==> config.mk <==
export PLATFORM = sky130hd
export DESIGN_NAME = spq_cell
export DESIGN_NICKNAME = d
export VERILOG_FILES = /design/src/sv/spq_pkg.sv /design/src/sv/spq_cell.sv
export SDC_FILE = /design/constraint.sdc
export NUM_CORES = 1
export LEC_CHECK = 0
export ABC_AREA = 1
export BUFFER_PORTS_ARGS = -buffer_cell sky130_fd_sc_hd__buf_2
export CORE_MARGIN = 2
export CORE_UTILIZATION = 35
export DETAILED_ROUTE_END_ITERATION = 10
export GPL_TIMING_DRIVEN = 0
export HOLD_SLACK_MARGIN = 0.1
export PLACE_DENSITY = 0.78
export RECOVER_POWER = 50
export SLEW_MARGIN = 15
export SYNTH_ARGS = -nofsm -noshare
export SYNTH_HDL_FRONTEND = slang
export SYNTH_SLANG_ARGS = --single-unit
export TNS_END_PERCENT = 100
==> constraint.sdc <==
create_clock -name clk -period 3.5 [get_ports clk]
set_input_delay 0.175 -clock clk [delete_from_list [all_inputs] [get_ports clk]]
set_output_delay 0.175 -clock clk [all_outputs]
set_load 0.02 [all_outputs]
==> src/sv/spq_pkg.sv <==
`timescale 1ns / 1ps
`default_nettype none
package spq_pkg;

	localparam int QUEUE_DEPTH_DEF = 256;
	localparam int PRIO_W          = 32;
	localparam int TAG_W           = 9;
	localparam int OCC_W           = 9;

	localparam logic KIND_INSERT = 1'b0;
	localparam logic KIND_POP    = 1'b1;

	typedef enum logic [1:0] {
		STATUS_DONE  = 2'd0,
		STATUS_FULL  = 2'd1,
		STATUS_EMPTY = 2'd2
	} spq_status_t;

	typedef enum logic [1:0] {
		OP_HOLD,
		OP_INSERT,
		OP_POP
	} spq_op_t;

	typedef struct packed {
		logic              kind;
		logic [PRIO_W-1:0] priority_req;
		logic [TAG_W-1:0]  payload;
	} spq_req_t;

	typedef struct packed {
		spq_status_t       status;
		logic [TAG_W-1:0]  popped_payload;
		logic [OCC_W-1:0]  occupancy;
	} spq_rsp_t;

	typedef struct packed {
		logic [PRIO_W-1:0] prio;
		logic [TAG_W-1:0]  tag;
	} spq_entry_t;

	// command broadcast to every cell of the chain
	typedef struct packed {
		spq_op_t           op;
		logic [PRIO_W-1:0] key;
		logic [TAG_W-1:0]  tag;
	} spq_cmd_t;

endpackage
`default_nettype wire

==> src/sv/spq_cell.sv <==
`timescale 1ns / 1ps
`default_nettype none
module spq_cell #(
	parameter int IDX   = 0,
	parameter int CNT_W = 9
) (
	input  wire logic                clk,
	input  wire spq_pkg::spq_cmd_t   cmd,
	input  wire logic [CNT_W-1:0]    count,
	input  wire spq_pkg::spq_entry_t left,
	input  wire logic                left_lt,
	input  wire spq_pkg::spq_entry_t right,
	output spq_pkg::spq_entry_t      entry,
	output logic                     lt
);

	spq_pkg::spq_entry_t entry_q;
	logic                occupied;

	assign occupied = count > CNT_W'(IDX);
	// stored entry sorts strictly ahead of the incoming key
	assign lt       = occupied && (entry_q.prio < cmd.key);
	assign entry    = entry_q;

	always_ff @(posedge clk) begin
		case (cmd.op)
			spq_pkg::OP_INSERT: begin
				if (!lt) begin
					// first cell at or past the insertion point takes the new entry
					if (IDX == 0 || left_lt) begin
						entry_q <= '{prio: cmd.key, tag: cmd.tag};
					end else begin
						entry_q <= left;
					end
				end
			end
			spq_pkg::OP_POP: begin
				entry_q <= right;
			end
			default: begin
			end
		endcase
	end

endmodule
`default_nettype wire

==> key figures <==
Status
  – Status: finished, final reports clean

STA
  – Endpoints failing hold: 0
  – Minimum clock period: 2.51 ns
  – Final cycle utilization of the critical path: 71.6%
  – Fmax: between 0.3 and 0.4 GHz
  – Worst slew pin tran: 0.636 ns
  – Skew final: about 0.0056 ns
  – RSZ-0062 raised after global routing: no
  – Final worst slack: just under 1 ns
  – Slew HR: 57.5%
  – Setup TNS: 0 ns
  – Endpoints failing setup: 0
  – Max Slew Vio Count: 0

Cells and area
  – Layout cells sized above 1: 27.4%
  – P&R area growth vs syn: 33.6%
  – Post-route cell area: 0.00337 mm^2
  – Fill cells: 696
  – Commonest non-fill, non-tap cell in the layout: buf_2
  – Ant diodes: 0
  – NumNets Final: 575
  – Max reg flops: 41
  – Commonest non-fill, non-tap cells in the layout: buf_2, clkbuf_1, a21oi_1
  – Fin cells: just over 500

Clocking
  – Post-CTS setup buffers: 0
  – CTS tree: built
  – Hold buffers post-CTS: 0
  – Htree depth: 2
  – Longest Clk Path Bufs: 2
  – Clk pin slew, worst setup/hold paths: 0.08 ns
  – CTS root buf: clkbuf_8
  – Cts repair resizes: 0
  – Clock sinks: 41
  – Clk_lat worst skew: 0.29 ns
  – TritonCTS buffer count: 5

Place
  – Setup WS pre-CTS: between 0.9 and 1 ns
  – Placed Instance Area: 0.00335 mm^2
  – Post-DP HPWL: 5.00 mm
  – Cell count after placement: around 500
  – IO buf count: 135
  – RePlAce Congestion: a little under 0.8

Yosys
  – Post-synth top area cell: edfxtp_1
  – Sequential area share after synthesis: 48.8%
  – Mapped cell area: 0.00252 mm^2
  – Top cells by area, synth: edfxtp_1, ha_1, a21oi_1
  – #FFs+latches synth: 41
  – Syn avg cell area: 9.52 um^2
  – Yosys cell types: 24
  – Syn_nets: 432
  – Cell count after synthesis: 265
  – Synth Warn #: 0
  – Top-area cell type share of the netlist area: ~50%

Floorplan
  – # rows: 30
  – Die Wd: about 89 um
  – DIE AREA: between 0.007 and 0.008 mm^2
  – Initial Utilization: 36.7%
  – Core area: 0.00687 mm^2
  – Die Height: 88.9 um
  – I/O Pins: ~180

Worst setup path
  – Worst setup path startpoint: entry[39]
  – Data arrival time of the worst path: 2.51 ns
  – FF-to-FF Start: entry[39]
  – CP Max Fanout: 24
  – FF-to-FF End: entry[12]
  – R2r worst-path depth: 10
  – Data required, critical path: 3.50 ns
  – CP Launch Type: flop
  – Setup slack, reg-to-reg: 0.99 ns
  – CP endpoint kind: flop
  – CP Class: flop to flop

Global route
  – First-pass GRT wire length: 9.79 mm
  – Vias in the first global route: 2212
  – Gr usage total: 16.1%
  – Largest net degree at the start of global routing: 25
  – Total gr overflow: 0
  – Antenna violations before repair: 0

Power
  – Total power: roughly 1.2 mW
  – Sw Ratio: between 20% and 30%
  – Int Pwr: about 0.85 mW
  – Switching Power: 0.360 mW
  – Comb pwr share: 24.9%
  – Sequential power share: 50.4%
  – Clock power share: 24.8%
  – Power Dens Cells: approximately 360 mW/mm^2
  – Max VDD drop: 0.172 mV
  – Lkg Pwr: 1.63 nW

Min path
  – Hold endpoint: entry[9]
  – Hold_sp: right[9]
  – Worst hold path cell count: 2
  – Worst hold path type: input pin to flop

Detailed routing
  – Avg WL per Cell: 12.3 um
  – Post-Route WL: 6.23 mm
  – 1st-pass router iterations: 6
  – Drc violations: 0
  – Initial DRC Count: 41
  – Vias per cell: 4.62
  – Post-DRT Antenna Nets: 0
  – Vias: 2335

Flow run
  – Max cap viols: 0
==> cells in the mapped netlist <==
master / instances
a21oi_1: 45
edfxtp_1: 41
nor2_1: 41
inv_1: 38
nand2_1: 33
ha_1: 31
mux2_2: 6
mux2_1: 4
buf_2: 3
clkbuf_1: 3
nor3_1: 3
nand2_2: 2
nand3_1: 2
o21ai_0: 2
o21ai_1: 2
and2_1: 1
and3_1: 1
buf_4: 1
clkinv_1: 1
inv_2: 1
nand3b_1: 1
nand4_1: 1
nor3b_2: 1
o21a_1: 1
==> logic make-up after synthesis <==
family                   Yosys count  share of synthesized area, %
AND/OR/NAND/NOR                   86                          14.0
AO/OA/AOI/OAI                     50                          10.0
buffers and inverters             47                          7.29
flip-flops                        41                          48.8
adder cells (fa/ha/maj)           31                          15.4
multiplexers                      10                          4.46
==> critical path: stages (launching register included) <==
cell	delay [ns]
edfxtp_1	0.40
ha_1	0.34
nand2_1	0.06
nor2_1	0.15
nor3b_2	0.21
and3_1	0.17
nand2_1	0.06
nand2_2	0.06
nand2_1	0.06
nand2_2	0.48
buf_16	0.24
==> worst max path at each step <==
stage | endpoint | slack (ns) | cells after the start
floorplan | entry[0] | 0.77 | 9
global placement | entry[6] | 0.27 | 9
detailed placement | entry[13] | 0.95 | 10
CTS | entry[24] | 0.93 | 10
global route | entry[19] | 0.70 | 11
finish | entry[12] | 0.99 | 10
==> per-layer routing <==
metal	routed length [um]	global-route usage (%)	vias to the layer above
li1	-	-	1180
met1	2650	19.4	1058
met2	3110	29.1	91
met3	396	3.14	6
met4	65	4.41	0
met5	0	0	-
==> power groups by stage <==
stage          Sequential [mW]  Clock (mW)  Combinational, mW
6_report                 0.609       0.300              0.301
5_1_grt                  0.613       0.330              0.342
4_1_cts                  0.608       0.319              0.317
3_5_place_dp             0.619           0              0.316
3_3_place_gp             0.618           0              0.300
2_1_floorplan            0.663           0              0.138
==> area by class of cell <==
cell class | count | area (um^2) | share of cell area [%]
inverter | 40 | 150 | 4.45
sequential | 41 | 1230 | 36.5
tap | 96 | 120 | 3.56
clock buffer | 6 | 72.6 | 2.15
multi-input combinational | 177 | 1110 | 32.9
timing repair buffer | 136 | 652 | 19.3
clock inverter | 2 | 10.0 | 0.297
buffer | 7 | 27.5 | 0.817
==> per-stage QoR <==
step	util [%]	hold WS, ns
final	49.1	0.177
after global routing	49.1	0.175
after CTS	49.9	0.161
after detailed placement	48.7	0.470
after global placement	48.3	0.457
after floorplan	-	0.376
Power figures use the tool's default switching activity.
